==> src/hdl/polygon_face_normal_core_defines.svh <==
// Assertion macros shared by the polygon face normal RTL.
// Included by the modules that carry concurrent checks; needs clk and rst_n in scope.
`ifndef POLYGON_FACE_NORMAL_CORE_DEFINES_SVH
`define POLYGON_FACE_NORMAL_CORE_DEFINES_SVH

// Check that holds in the same cycle as its trigger.
`define PFN_ASSERT_NOW(lbl, ante, cons, msg) \
  lbl: assert property (@(posedge clk) disable iff (!rst_n) (ante) |-> (cons)) \
    else $error(msg);

// Check that holds in the cycle after its trigger.
`define PFN_ASSERT_NEXT(lbl, ante, cons, msg) \
  lbl: assert property (@(posedge clk) disable iff (!rst_n) (ante) |=> (cons)) \
    else $error(msg);

`endif

==> src/hdl/pfn_pkg.sv <==
// Shared types and constants of the polygon face normal block.
// Used by pfn_front, pfn_queue, pfn_back and polygon_face_normal_core.
`timescale 1ns / 1ps

package pfn_pkg;

  // Result status codes.
  localparam logic [1:0] ST_OK    = 2'd0;
  localparam logic [1:0] ST_DEGEN = 2'd1;
  localparam logic [1:0] ST_FEW   = 2'd2;

  // Reset value of the cross length threshold.
  localparam logic [62:0] THR_RESET = 63'd4295;

  // What the back end has to do with one item.
  typedef enum logic [0:0] {
    JOB_CROSS,
    JOB_FEW
  } job_kind_t;

  // One queued item: job kind, first edge, edge to the new vertex and polygon end flag.
  typedef struct packed {
    job_kind_t         kind;
    logic              last;
    logic [2:0][32:0]  d;
    logic [2:0][32:0]  e;
  } pfn_job_t;

endpackage

==> src/hdl/pfn_queue.sv <==
// Two-entry queue of pfn_pkg::pfn_job_t between the front and back ends.
// Lets either side stall without holding up the other.
`timescale 1ns / 1ps
`include "polygon_face_normal_core_defines.svh"

module pfn_queue (
  input  logic              clk,
  input  logic              rst_n,
  input  logic              push_valid,
  output logic              push_ready,
  input  pfn_pkg::pfn_job_t push_job,
  output logic              pop_valid,
  input  logic              pop_ready,
  output pfn_pkg::pfn_job_t pop_job
);

  pfn_pkg::pfn_job_t mem_r [2];
  logic              wr_ptr_r;
  logic              rd_ptr_r;
  logic [1:0]        cnt_r;
  logic              push;
  logic              pop;

  assign push_ready = (cnt_r != 2'd2);
  assign pop_valid  = (cnt_r != 2'd0);
  assign pop_job    = mem_r[rd_ptr_r];
  assign push       = push_valid && push_ready;
  assign pop        = pop_valid && pop_ready;

  // Storage is written at the tail.
  always_ff @(posedge clk) begin
    if (push) begin
      mem_r[wr_ptr_r] <= push_job;
    end
  end

  // Pointers and fill count.
  always_ff @(posedge clk) begin
    if (!rst_n) begin
      wr_ptr_r <= 1'b0;
      rd_ptr_r <= 1'b0;
      cnt_r    <= 2'd0;
    end else begin
      if (push) begin
        wr_ptr_r <= ~wr_ptr_r;
      end
      if (pop) begin
        rd_ptr_r <= ~rd_ptr_r;
      end
      if (push && !pop) begin
        cnt_r <= cnt_r + 2'd1;
      end else if (pop && !push) begin
        cnt_r <= cnt_r - 2'd1;
      end
    end
  end

  `PFN_ASSERT_NEXT(a_q_grow, push && !pop, cnt_r == $past(cnt_r) + 2'd1, "queue count lost a push")

endmodule

==> config.mk <==
export PLATFORM = sky130hd
export DESIGN_NAME = pfn_queue
export DESIGN_NICKNAME = d
export VERILOG_FILES = /design/src/hdl/pfn_pkg.sv /design/src/hdl/pfn_queue.sv
export VERILOG_INCLUDE_DIRS = /design/src /design/src/hdl
export SDC_FILE = /design/constraint.sdc
export NUM_CORES = 1
export LEC_CHECK = 0
export ABC_AREA = 0
export CORE_UTILIZATION = 38
export DETAILED_ROUTE_END_ITERATION = 10
export DONT_BUFFER_PORTS = 1
export GPL_ROUTABILITY_DRIVEN = 0
export HOLD_SLACK_MARGIN = 0.12
export PLACE_DENSITY = 0.52
export SLEW_MARGIN = 25
export SYNTH_ARGS = -nofsm -noshare
export SYNTH_HDL_FRONTEND = slang
export SYNTH_SLANG_ARGS = --single-unit
==> constraint.sdc <==
create_clock -name clk -period 7.8 [get_ports clk]
set_clock_uncertainty 0.15 [all_clocks]
set_input_delay 0.78 -clock clk [delete_from_list [all_inputs] [get_ports clk]]
set_output_delay 0.78 -clock clk [all_outputs]
set_load 0.02 [all_outputs]
==> key figures <==
STA
  • Slew @ Worst Pin: 0.9839 ns
  • Setup TNS Final: 0 ns
  • Max Clk Rate: 265.3 MHz
  • Slew HR: 34.41%
  • RSZ-0062 raised after global routing: false
  • Slew Limit Fails: 0
  • Fin crit period: 3.769 ns
  • Period utilization: 48.32%
  • Fin. Hold Viols: 0
  • Setup violations, final: 0

Floorplan
  • Core ar.: 37,930 µm²
  • Initial core utilization: 38.88%
  • # rows: 71
  • Die W: 199.0 µm
  • IO Pins: 406
  • DIE HEIGHT: 199.0 µm
  • Die footprint: 39,600 µm²

Drt
  • Drt pass-1 iters: 4
  • Met3 routed WL: 4388 µm
  • # DRC: 0
  • Antenna-violating nets left: 0
  • Post-DR vias/cell: 4.933
  • Met1 WL: 10,050 µm
  • Top sig layer: met4
  • Vias: 6,004
  • Met2 wire length: 13,980 µm
  • Drt wl/cell: 23.84 µm
  • WL final: 29,010 µm
  • First-iteration detailed-routing DRC count: 228

Global routing
  • Global-route wire length before repair: 40,250 µm
  • Total track usage: 14.04%
  • Grt ovf: 0
  • Initial antenna violation count: 0
  • Pin count of the biggest net entering global routing: 133
  • Number of global-route vias before repair: 6,293

Synth
  • Synth top cells by count: edfxtp_1, mux2_2, buf_6
  • Top cell type's share of synthesized area: 81.45%
  • Ys flop type: edfxtp_1
  • Sequential-to-total area share from yosys stat: 82.13%
  • EDFF count, synth: 400
  • Register bit count reported by yosys: 405
  • Yosys synthesis warning count: 0
  • Largest cells by area after synthesis: edfxtp_1, mux2_2, buf_6
  • Cells after synthesis: 646
  • Top-count cell post-synth: edfxtp_1
  • Synth area leader: edfxtp_1
  • Post-synthesis cell area: 14,750 µm²
  • Synth cell types: 20
  • Syn Nets: 851
  • Async SR Flop Fraction: 0%
  • Avg Synthesized Cell Area: 22.83 µm²

Clock tree
  • CTS max path bufs: 3
  • H-tree levels: 2
  • Clock transition at path regs: 0.06 ns
  • CTS tree: yes
  • Root Driver: clkbuf_16
  • Post_cts resized: 0
  • Setup bufs post-CTS: 0
  • Clk_lat worst skew: 0.55 ns
  • Inserted Clock Buffers: 42
  • CTS Hold Bufs: 0
  • Clk sinks: 405

Place
  • Dpl hpwl: 19,140 µm
  • Cell Area, Placed: 15,200 µm²
  • Cells after DPL: 1,139
  • # port buffers: 0

Hold path
  • Min-delay worst type: in2reg
  • Worst hold stages: 0

Worst setup path
  • Critical Path Start Type: flip-flop
  • Sum of buffers and inverters on the critical path: 1
  • CP max stage cell: dfxtp_4
  • Critical Path, Cell by Cell: buf_4 -> mux2_2
  • Worst path depth: 2
  • CP Data Required Time: 6.87 ns
  • Maximum fanout along the worst path: 76
  • CP top delay family: flip-flops
  • Slowest stage delay, CP: 0.85 ns
  • CP Class: reg2out
  • Worst path arrival time: 2.84 ns
  • Length in cells of the worst reg-to-reg path: 4
  • CP endpoint kind: primary output

Power
  • Total power: 5969 µW
  • P per Cell Area: 361.1 nW/µm²
  • Clock share of power: 31.3%
  • Switching share of power: 29.56%
  • Pint: 4204 µW
  • Switching power: 1764 µW
  • Worst vdd ir: 0.0003863 V
  • Gate power share: 21.3%
  • Sequential share of power: 47.4%
  • Leak: 0.005227 µW

Finish
  • Final nets: 878
  • Area Overhead vs Synth: 12.07%
  • Design area: 16,530 µm²
  • Post-route non-filler standard cell count: 1,217
  • Fin util: 43.57%
  • # diodes: 0
  • Layout cell share with drive strength beyond 1: 38.24%

Job
  • Max-cap violations: 0

Status
  • Run status: completed
## metrics by stage
step	hold WS [ns]	worst slack, ns
2_1_floorplan	0.3624	1.665
3_3_place_gp	0.3761	4.554
3_5_place_dp	0.4025	4.440
4_1_cts	0.1213	3.940
5_1_grt	0.1240	3.825
6_report	0.1715	4.031
## state kept, by name (all words and copies together) (netlist names), named ones only
name,count
mem_r,400
cnt_r,2
wr_ptr_r,1
rd_ptr_r,1
## final timing paths
kind                         startpoint                endpoint  slack (ns)
hold reg to reg   cnt_r[1]$_SDFFE_PN0P_   cnt_r[1]$_SDFFE_PN0P_        0.42
setup / recovery              flip-flop             pop_job[67]        4.03
setup reg to reg  cnt_r[0]$_SDFFE_PN0P_  mem_r[0][32]$_DFFE_PP_        4.77
hold / removal             push_job[64]  mem_r[0][64]$_DFFE_PP_        0.17
## routing by layer
layer	global-route usage, %	vias to the layer above
met1	14.43	3015
met2	22.78	315
li1	-	2634
met4	4.701	0
met3	9.444	40
met5	0	-
## kinds of logic after synthesis
kind of cell / count (synthesis) / share of synthesized area, %
AO/OA/AOI/OAI: 5 / 0.2375
adder cells (fa/ha/maj): 1 / 0.08483
buffers and inverters: 23 / 1.654
XOR/XNOR: 3 / 0.1782
flip-flops: 405 / 82.13
AND/OR/NAND/NOR: 9 / 0.4413
multiplexers: 200 / 15.27
## power by group through the flow
stage	logic [µW]	clock network, µW	registers, µW
CTS	1290	1930	2840
detailed placement	1290	0	2880
floorplan	1180	0	2860
finish	1270	1870	2830
global placement	1260	0	2870
global route	1340	2010	2860
## worst reg2reg max path, cell delays in order (launching register included)
cell and delay, ns:
dfxtp_1 0.42, nand2b_4 0.23, nand3b_1 0.25, inv_8 0.58
buf_6 0.92
## layout make-up
class                           instances  area, µm²
Multi-Input combinational cell        218       2396
Tap cell                              511      639.4
Fill cell                            3219      21410
Clock buffer                           53       1114
Sequential cell                       405      12120
Clock inverter                         24      177.7
Timing Repair Buffer                    5      73.82
Inverter                                1      11.26
## layout by cell type, fill, tap and decap left out, types with 2 or more instances in the layout
cell type	instances
edfxtp_1	400
xnor2_1	2
dfxtp_1	4
mux2_2	200
clkinvlp_4	4
clkinv_1	8
and2_1	4
inv_6	2
bufinv_16	2
clkbuf_1	10
clkinv_2	8
clkbuf_16	43
buf_4	2
Power figures use the tool's default switching activity.
