--- config.mk ---
export PLATFORM = sky130hd
export DESIGN_NAME = pfn_front
export DESIGN_NICKNAME = d
export VERILOG_FILES = /design/src/hdl/polygon_face_normal_core_defines.svh /design/src/hdl/pfn_pkg.sv /design/src/hdl/pfn_front.sv
export SDC_FILE = /design/constraint.sdc
export NUM_CORES = 1
export LEC_CHECK = 0
export BUFFER_PORTS_ARGS = -buffer_cell sky130_fd_sc_hd__clkbuf_2
export CAP_MARGIN = 40
export CORE_MARGIN = 3
export CORE_UTILIZATION = 37
export DETAILED_ROUTE_END_ITERATION = 7
export GPL_TIMING_DRIVEN = 0
export PLACE_DENSITY = 0.66
export SLEW_MARGIN = 10
export SYNTH_ARGS = -nofsm -noshare
export SYNTH_HDL_FRONTEND = slang
export SYNTH_SLANG_ARGS = --single-unit
--- constraint.sdc ---
create_clock -name clk -period 2.8 [get_ports clk]
set_clock_uncertainty 0.2 [all_clocks]
set_input_delay 0.14 -clock clk [delete_from_list [all_inputs] [get_ports clk]]
set_output_delay 0.14 -clock clk [all_outputs]
set_load 0.02 [all_outputs]
--- src/hdl/polygon_face_normal_core_defines.svh ---
// Assertion macros shared by the polygon face normal RTL.
// Included by the modules that carry concurrent checks; needs clk and rst_n in scope.
`ifndef POLYGON_FACE_NORMAL_CORE_DEFINES_SVH
`define POLYGON_FACE_NORMAL_CORE_DEFINES_SVH

// Check that holds in the same cycle as its trigger.
`define PFN_ASSERT_NOW(lbl, ante, cons, msg) \
  lbl: assert property (@(posedge clk) disable iff (!rst_n) (ante) |-> (cons)) \
    else $error(msg);

// Check that holds in the cycle after its trigger.
`define PFN_ASSERT_NEXT(lbl, ante, cons, msg) \
  lbl: assert property (@(posedge clk) disable iff (!rst_n) (ante) |=> (cons)) \
    else $error(msg);

`endif

--- src/hdl/pfn_pkg.sv ---
// Shared types and constants of the polygon face normal block.
// Used by pfn_front, pfn_queue, pfn_back and polygon_face_normal_core.
`timescale 1ns / 1ps

package pfn_pkg;

  // Result status codes.
  localparam logic [1:0] ST_OK    = 2'd0;
  localparam logic [1:0] ST_DEGEN = 2'd1;
  localparam logic [1:0] ST_FEW   = 2'd2;

  // Reset value of the cross length threshold.
  localparam logic [62:0] THR_RESET = 63'd4295;

  // What the back end has to do with one item.
  typedef enum logic [0:0] {
    JOB_CROSS,
    JOB_FEW
  } job_kind_t;

  // One queued item: job kind, first edge, edge to the new vertex and polygon end flag.
  typedef struct packed {
    job_kind_t         kind;
    logic              last;
    logic [2:0][32:0]  d;
    logic [2:0][32:0]  e;
  } pfn_job_t;

endpackage

--- src/hdl/pfn_front.sv ---
// Front end: takes vertices, keeps the first two and the first edge.
// Builds one pfn_pkg::pfn_job_t per item that needs work in the back end.
`timescale 1ns / 1ps

module pfn_front (
  input  logic              clk,
  input  logic              rst_n,
  input  logic              in_valid,
  output logic              in_ready,
  input  logic [31:0]       in_vert_x,
  input  logic [31:0]       in_vert_y,
  input  logic [31:0]       in_vert_z,
  input  logic              in_last_vertex,
  output logic              job_valid,
  input  logic              job_ready,
  output pfn_pkg::pfn_job_t job
);

  logic [1:0]        count_r, count_nxt;
  logic [2:0][31:0]  first_r;
  logic [2:0][31:0]  second_r;
  logic [2:0][32:0]  edge_r;
  logic [2:0][31:0]  vin;
  logic [2:0][32:0]  evec;
  logic              accept;

  assign vin = {in_vert_z, in_vert_y, in_vert_x};

  // Edge from the second vertex to the incoming one.
  always_comb begin
    for (int i = 0; i < 3; i++) begin
      evec[i] = {vin[i][31], vin[i]} - {second_r[i][31], second_r[i]};
    end
  end

  // The queue slot decides acceptance; items that need no work are absorbed.
  assign in_ready  = job_ready;
  assign accept    = in_valid && in_ready;
  assign job_valid = in_valid && ((count_r >= 2'd2) || in_last_vertex);

  always_comb begin
    job.kind = (count_r >= 2'd2) ? pfn_pkg::JOB_CROSS : pfn_pkg::JOB_FEW;
    job.last = in_last_vertex;
    job.d    = edge_r;
    job.e    = evec;
  end

  // Vertex count saturates at three and clears at the end of a polygon.
  always_comb begin
    count_nxt = count_r;
    if (in_last_vertex) begin
      count_nxt = 2'd0;
    end else if (count_r != 2'd3) begin
      count_nxt = count_r + 2'd1;
    end
  end

  always_ff @(posedge clk) begin
    if (!rst_n) begin
      count_r  <= 2'd0;
      first_r  <= '0;
      second_r <= '0;
      edge_r   <= '0;
    end else if (accept) begin
      count_r <= count_nxt;
      if (count_r == 2'd0) begin
        first_r <= vin;
      end else if (count_r == 2'd1) begin
        second_r <= vin;
        for (int i = 0; i < 3; i++) begin
          edge_r[i] <= {vin[i][31], vin[i]} - {first_r[i][31], first_r[i]};
        end
      end
    end
  end

endmodule

==> results.md, run 1 <==
Setup path:
- The worst setup path is captured at an output port.
- Data on the critical path is required at its endpoint by 2.46 ns.
- The worst setup path is launched from a flop.
- The type of the worst setup path is flop to output port.
- The internal reg-to-reg setup slack is -0.22 ns.
- Data on the critical path arrives at its endpoint at between 3 and 4 ns.
- The top fanout value on the critical path is 3.

Clock tree:
- After clock tree synthesis, the clock-pin slew on the worst setup and hold paths is 0.06 ns.
- For this design, the sink count on the clock tree is 293.
- The later pin in the worst-skew pair is clocked with a latency of 0.54 ns.
- TritonCTS built the clock tree.
- The number of buffers between clock root and the deepest sink is 3.
- The buffer type at the clock tree root is clkbuf_16.
- The number of buffers added by the clock tree synthesis step is 35.
- The deepest level of the CTS H-tree is 2.

Floorplan:
- The number of rows created at floorplan is 84.
- In this run the vertical extent of the chip is 238 um.
- The placeable core area is 53000 um2.
- The starting utilization of the core area is 37.6%.
- The width of the chip is 238 um.
- The floorplan step defined a die boundary enclosing 56700 um2.
- 303 I/O pins were placed.

STA:
- The total count of hold-check failures in the final report is 2.
- The max-slew violation count was 0.
- The worst slew margin relative to its limit is approximately 45%.
- Final hold analysis gives a worst-case slack of -0.0198 ns.
- The count of final setup violators is 97.
- The fmax is approximately 0.27 GHz.
- After layout, the minimum clock period comes to approximately 3.7 ns.
- In the finished design, the share of the clock period the worst path needs comes to 134%.
- For the pin with the worst max-slew slack, the measured transition is 0.818 ns.
- The worst setup margin is -0.947 ns.
- Setup repair after global routing could not meet its margin everywhere.

Route:
- The via count normalized by instance count is 5.20.
- In this run, the number of DRC markers left after iteration 0 of detailed routing was 1143.
- Across all layers, the routed design uses 20900 vias.
- Before antenna repair, the detailed router went through 5 iterations.
- The top layer used by detailed routing is met4.
- Dividing the detail-routed wire length by the instance count gives 17.8 um.
- Wire segments on met3 add up to roughly 3500 um in the final route.
- The post-detailed-route count of antenna-violating nets is 0.
- After detailed routing, the met2 layer carries 34000 um of wire.
- After detailed routing, the number of remaining DRC violations is 0.
- The wire length on met1 is 32100 um.
- For this block, the routed nets add up to 71300 um of wire.

Power and ir drop:
- The areal power density over the cells is 461 nW/um2.
- The worst vdd rail ir drop is 0.000324 V.
- The leakage power summed over all cells is 11.1 nW.

Logic synthesis:
- In this run, synthesis inferred 0 flip-flops with an integrated enable.
- The mean cell area of the mapped netlist is 7.29 um2.
- The synthesized design devotes to its leading area cell type a little under 30% of total area.
- The summed instance area of the synthesized netlist is 19900 um2.
- For this run, the number of Yosys warnings is 0.
- The most common flop cell mapped by yosys is dfxtp_1.
- Counting every instance in the synthesized netlist gives between 2000 and 3000.
- The share of async-settable or async-resettable flops after synthesis is 0%.
- Sequential elements use 29.4% of the synthesized area.
- The synthesis-stage register bit count is 293.
- The largest area contributor in the netlist is dfxtp_1.
- After synthesis, the cell types taking the most area are dfxtp_1, ha_1, nand2_1.
- The netlist uses 81 different library cells.
- The number of nets in the synthesized netlist is around 3000.

Placement:
- Including well taps, the total number of placed cells is 3735.
- The routability-driven placement congestion ratio is 0.879.
- The count of buffers added on input and output ports is 301.
- The placed instances occupy a cell area of 22800 um2.
- Timing analysis after detailed placement gives a worst setup slack of -0.607 ns.
- The post-detailed-placement half-perimeter wirelength is 50100 um.

Global routing:
- The via count of the first global-routing pass is 19800.
- Global routing used a little under a quarter of the available tracks across all layers.
- The initial antenna violation count is 2.
- The first-pass GRT wire length is 108000 um.
- Global routing finished with a remaining overflow of 0.
- The maximum number of pins on one net before global-route repair is 16.

Cells and area:
- The share of layout cells above drive strength 1 is 25.7%.
- The number of nets at the end of the flow is between 3000 and 4000.
- The total of fill cells in the finished design is 4888.
- Relative to the synthesized area, the layout overhead comes to 42.3%.
- The finished layout holds around 4000 standard cells, fillers aside.
- The final cell area excluding filler cells is 28400 um2.

Job:
- The tool flagged a number of max-cap violations equal to 0.

Min path:
- The classification of the worst-slack hold path is input port to flop.

Outcome:
- The run finished, with violations left.
- The checks that failed: hold timing, setup timing.
[cell usage in the layout, fill, tap and decap left out, types with 83 or more instances in the layout]
cell           count
buf_4            145
inv_1            222
dfxtp_1          272
nand2_1          584
clkbuf_1          83
dlygate4sd3_1    113
clkbuf_2         236
a21oi_1          344
nor2_1           112
ha_1             133
a21o_1            92
[path summary, 6_finish.rpt]
| path | depth (start not counted) | start | to |
|---|---|---|---|
| worst max-delay path | 13 | second_r[0] | job[28] |
| worst min-delay path | 5 | in_vert_z[5] | job[170] |
| worst max register to register | 12 | first_r[64] | job[195] |
| worst min register to register | 2 | job[152] | job[152] |
[cell families after synthesis]
logic type               count (synthesis)  share of synthesized area (%)
XOR/XNOR                               149                           6.54
multiplexers                             3                          0.151
AO/OA/AOI/OAI                          797                           24.1
AND/OR/NAND/NOR                        941                           20.3
flip-flops                             293                           29.4
adder cells (fa/ha/maj)                202                           12.9
buffers and inverters                  351                           6.64
[cell type report]
class / instances / area [um2] / area share (%)
Antenna cell: 1 / 2.50 / 0.00882
Clock buffer: 46 / 1030 / 3.63
Inverter: 236 / 888 / 3.13
Timing Repair Buffer: 540 / 4100 / 14.4
Multi-Input combinational cell: 2092 / 14900 / 52.6
Sequential cell: 293 / 5890 / 20.8
Buffer: 107 / 444 / 1.57
Tap cell: 688 / 861 / 3.03
Clock inverter: 15 / 235 / 0.829
[stage by stage]
stage / setup TNS, ns / power, mW / hold WS, ns / util (%)
2_1_floorplan: -0.212 / 6.37 / 0.0684 / -
3_3_place_gp: -91.93 / 7.16 / 0.206 / 42.7
3_5_place_dp: -50.83 / 7.17 / 0.211 / 43.0
4_1_cts: -42.58 / 12.8 / 0.00267 / 51.2
5_1_grt: -53.31 / 13.6 / 0.0206 / 53.6
6_report: -40.80 / 13.1 / -0.0198 / 53.6
[metal layers]
layer  vias up  GRT usage (%)
li1      10500              -
met1      9804           31.1
met2       541           40.4
met3       106           3.56
met4         0           6.58
met5         -              0
[sequential cells by signal, summed over array words and instances (netlist names)]
register,cells
second_r,96
job,99
count_r,2
first_r,96
[Yosys cell counts, drive strengths merged, types with 4 or more instances]
cell	count
xnor2	94
or3	10
xor2	55
nand3b	6
nor2	123
nand3	48
a211oi	24
ha	196
o22ai	4
a21boi	7
nand2b	28
o211a	4
dfxtp	293
nand4	24
inv	236
o211ai	8
nor3	28
nand2	590
fa	6
nor3b	5
o21ai	133
a31o	4
and3	15
a21o	92
a21oi	399
or2	9
nor2b	27
buf	10
o21bai	15
o31ai	9
clkbuf	105
o31a	5
and2	15
a31oi	18
o21a	27
a211o	7
[worst max-delay path, stage by stage (launching register included)]
cell and delay (ns):
dfxtp_2 0.35, ha_4 0.13, fa_2 0.23, nor2b_4 0.05, o21ai_2 0.16, a21oi_2 0.09
o21a_1 0.23, o31a_1 0.33, a221o_1 0.39, a32oi_2 0.30, and2_4 0.26, o21ai_4 0.08
xnor2_4 0.15, buf_8 0.12
[report_power, final]
| group | switching (mW) | internal, mW | leakage, nW |
|---|---|---|---|
| registers | 0.0381 | 4.24 | 2.38 |
| clock network | 1.88 | 3.14 | 0.625 |
| logic | 2.08 | 1.70 | 8.14 |
[timing repair]
action	CTS	global route
gates resized for setup	342	263
hold buffers	112	3
endpoints found under the hold margin	212	5
setup endpoints to repair	249	220
pin swaps	200	167
buffers inserted	74	47
Power figures use the tool's default switching activity.
==> inputs of run 2 (changes only) <==
BUFFER_PORTS_ARGS = not set   (was -buffer_cell sky130_fd_sc_hd__clkbuf_2)
DONT_BUFFER_PORTS = 1   (was not set)
PLACE_DENSITY = 0.61   (was 0.66)
==> results.md, run 2 (synthesized netlist as in run 1, its figures left out) <==
Outcome:
- The run finished, with violations left.
- The checks that failed: hold timing, setup timing.

Placement:
- The post-detailed-placement half-perimeter wirelength is 51300 um (+2.4%).
- The worst setup timing slack at the placement stage was -0.557 ns (+0.0498 ns).
- The routability-driven placement congestion ratio was 0.918 (+4.4%).
- The number of cells in the design after placement is 3433 (-8.1%).
- The number of buffers inserted by port buffering is 0 (-100%).

Min path:
- The classification of the worst-slack hold path is input port to flop.
- The worst hold path begins at in_vert_x[2].

Global routing:
- The global-route congestion overflow total is 0 (unchanged).
- The first-pass GRT wire length came to 108000 um (+0.22%).
- The global-route total usage across every layer is 23.8% (+0.19 points).
- The initial antenna violation count was 0 (-2).
- The via count of the first global-routing pass is 19200 (-3.0%).
- The maximum number of pins on one net before global-route repair is 16 (unchanged).

Route:
- The via count normalized by instance count is 5.43 (+4.4%).
- The post-detailed-route DRC marker count came to 0 (unchanged).
- The wire length reported by the detailed router is 73300 um (+2.7%).
- The average wire per cell in the routed design is 19.6 um (+10%).
- The number of detailed-routing iterations run before antenna repair was 6 (+1).
- The detailed-route via count is 20300 (-2.8%).
- The starting DRC count in detailed routing is 1214 (+6.2%).
- The post-detailed-route count of antenna-violating nets is 0 (unchanged).

Power and ir drop:
- The cell internal power dissipation is 8.69 mW (-4.3%).
- The leakage power summed over all cells is 10.2 nW (-8.8%).
- The worst vdd rail ir drop is 0.000342 V (+5.6%).
- The final total power came to 12.7 mW (-2.7%).
- The sequential share of power was 33.7% (+1.0 points).
- The part of the total power dissipated in combinational logic is 29.6% (+0.7 points).
- The share of total power in the clock network came to 36.7% (-1.7 points).
- The areal power density over the cells was 457 nW/um2 (-1.0%).
- The fraction of power spent switching nets is 31.7% (+1.1 points).
- The net load switching power is 4.04 mW (+0.84%).

Floorplan:
- The number of rows created at floorplan is 84 (unchanged).
- The starting utilization of the core area is 37.6% (unchanged).
- The total die area was 56700 um2 (unchanged).
- The number of top-level pins is 303 (unchanged).
- The chip height is 238 um (unchanged).
- The placeable core area is 53000 um2 (unchanged).
- The width of the chip is 238 um (unchanged).

Setup path:
- The capture instance of the worst register-to-register path is job[152].
- The maximum cell stage delay along the critical path is 0.42 ns (+0.03 ns).
- The number of cell instances on the worst register-to-register path is 13 (+1).
- The worst setup path is of the flop to output port kind.
- The worst flop-to-flop path startpoint is first_r[32].
- The endpoint arrival time on the critical path was 3.38 ns (-0.03 ns).
- The internal reg-to-reg setup slack is -0.16 ns (+0.06 ns).
- Traced cell by cell, the critical path runs through inv_1, ha_1, a21oi_1, o21ai_0, nand3_1, a311o_1, a21oi_2, o21ai_2, o41a_1, mux2i_1, o221ai_2.
- The type of element capturing the critical path is an output port.
- The required time of the worst setup path is 2.46 ns (about the same).
- The category of the worst setup path launch point is a flop.
- The top fanout value on the critical path is 5 (+2).
- The master of the slowest instance on the critical path is ha_1.
- The destination of the critical timing path is job[64].
- The launching element of the worst setup path is second_r[38].

STA:
- The fmax was 0.269 GHz (+0.66%).
- The total count of hold-check failures in the final report is 2 (unchanged).
- The final hold slack is -0.0104 ns (+0.00933 ns).
- The count of final setup violators is 95 (-2.1%).
- The minimum clock period is 3.72 ns (-0.0247 ns).
- The share of the cycle needed by the critical path after routing is 133% (-0.88 points).
- The worst setup margin is -0.922 ns (+0.0247 ns).
- The worst slew margin relative to its limit is 42.9% (-2.5 points).
- The max-slew violation count is 0 (unchanged).
- Setup repair after global routing could not meet its margin everywhere.
- The actual slew at the worst max-slew pin is 0.856 ns (+0.0382 ns).

Cells and area:
- The utilization after layout is 52.6% (-0.94 points).
- The number of flip-flops in the largest register is 99 (unchanged).
- The library cells used most frequently in the layout, excluding fill and tap cells, are nand2_1, a21oi_1, dfxtp_1, inv_1, ha_1.
- The number of nets at the end of the flow was 3329 (-7.7%).
- The number of standard cells in the layout, taps in and fillers out is 3740 (-6.9%).
- The area growth from synthesis to layout is 39.8%.
- The share of layout cells above drive strength 1 is 22.3% (-3.4 points).
- The total of fill cells in the finished design came to 4834 (-1.1%).
- The library cell used most frequently in the layout, excluding fill and tap cells, is nand2_1.

Clock tree:
- The clock latency reported for the late side of the worst-skew pair is 0.57 ns (+0.03 ns).
- The deepest level of the CTS H-tree was 2 (unchanged).
- The number of buffers between clock root and the deepest sink came to 3 (unchanged).
- The buffer type at the clock tree root is clkbuf_16.
- The clock tree from TritonCTS is yes.
- The clock-pin slew reported for the worst setup and hold paths after clock tree synthesis is 0.06 ns (about the same).
- The clock sink count is 293 (unchanged).
- The number of buffers added by the clock tree synthesis step was 34 (-2.9%).

Job:
- The number of maximum-capacitance constraint violations was 0 (unchanged).
run 2: cell count changes in the layout (fill, tap and decap cells not counted), moves of 20 or more:
| cell | delta |
|---|---|
| xnor2_1 | -32 |
| xnor2_4 | +23 |
| xor2_1 | -22 |
| clkbuf_2 | -219 |
| buf_4 | -36 |
| xor2_4 | +20 |
run 2: worst min-delay path by stage:
stage / endpoint / cells after the start
2_1_floorplan: second_r[64] / 2
3_3_place_gp: second_r[64] / 2
3_5_place_dp: second_r[64] / 2
4_1_cts: job[180] / 5
5_1_grt: job[102] / 5
6_report: job[102] / 5
run 2: per-stage QoR:
stage / cell area, um2 / setup TNS (ns)
floorplan: 20300 / -0.212
global placement: 21100 / -96.10
detailed placement: 21200 / -52.26
CTS: 26000 / -36.65
global route: 27900 / -50.44
finish: 27900 / -38.09
run 2: area by class of cell:
cell class / instances / area (um2) / area share (%)
buffer: 105 / 432 / 1.55
inverter: 236 / 886 / 3.18
multi-input combinational: 2092 / 16200 / 57.9
clock buffer: 45 / 962 / 3.45
sequential: 293 / 5910 / 21.2
timing repair buffer: 264 / 2470 / 8.86
antenna: 1 / 2.50 / 0.00898
tap: 688 / 861 / 3.09
clock inverter: 16 / 210 / 0.754
run 2: power groups by stage:
stage          clock network, mW  logic (mW)  registers (mW)
2_1_floorplan                  0        2.01            4.37
3_3_place_gp                   0        2.45            4.38
3_5_place_dp                   0        2.49            4.38
4_1_cts                     4.77        3.27            4.29
5_1_grt                     4.93        4.06            4.30
6_report                    4.67        3.77            4.29
run 2: timing repair:
action                                  4_1_cts  5_1_grt
hold endpoints to repair                    286        6
pin swaps                                   178      177
hold buffers                                104        4
buffers inserted                             87       75
gates resized for setup                     374      261
endpoints found under the setup margin      259      203
run 2: per-layer routing:
metal / GRT usage (%) / share of wire, % / vias to the layer above
li1: - / - / 9881
met1: 30.0 / 42 / 9642
met2: 40.3 / 48 / 629
met3: 5.64 / 7.0 / 160
met4: 7.77 / 3.6 / 0
met5: 0 / 0 / -
run 2: critical path: cells and delay by family (launching register included):
| family | cells | cell delay (ns) |
|---|---|---|
| AOI/OAI and AO/OA | 7 | 1.62 |
| adders and majority gates | 1 | 0.42 |
| buffers and inverters | 1 | 0.06 |
| DFF | 1 | 0.33 |
| muxes | 1 | 0.20 |
| and+or+nand+nor | 1 | 0.17 |
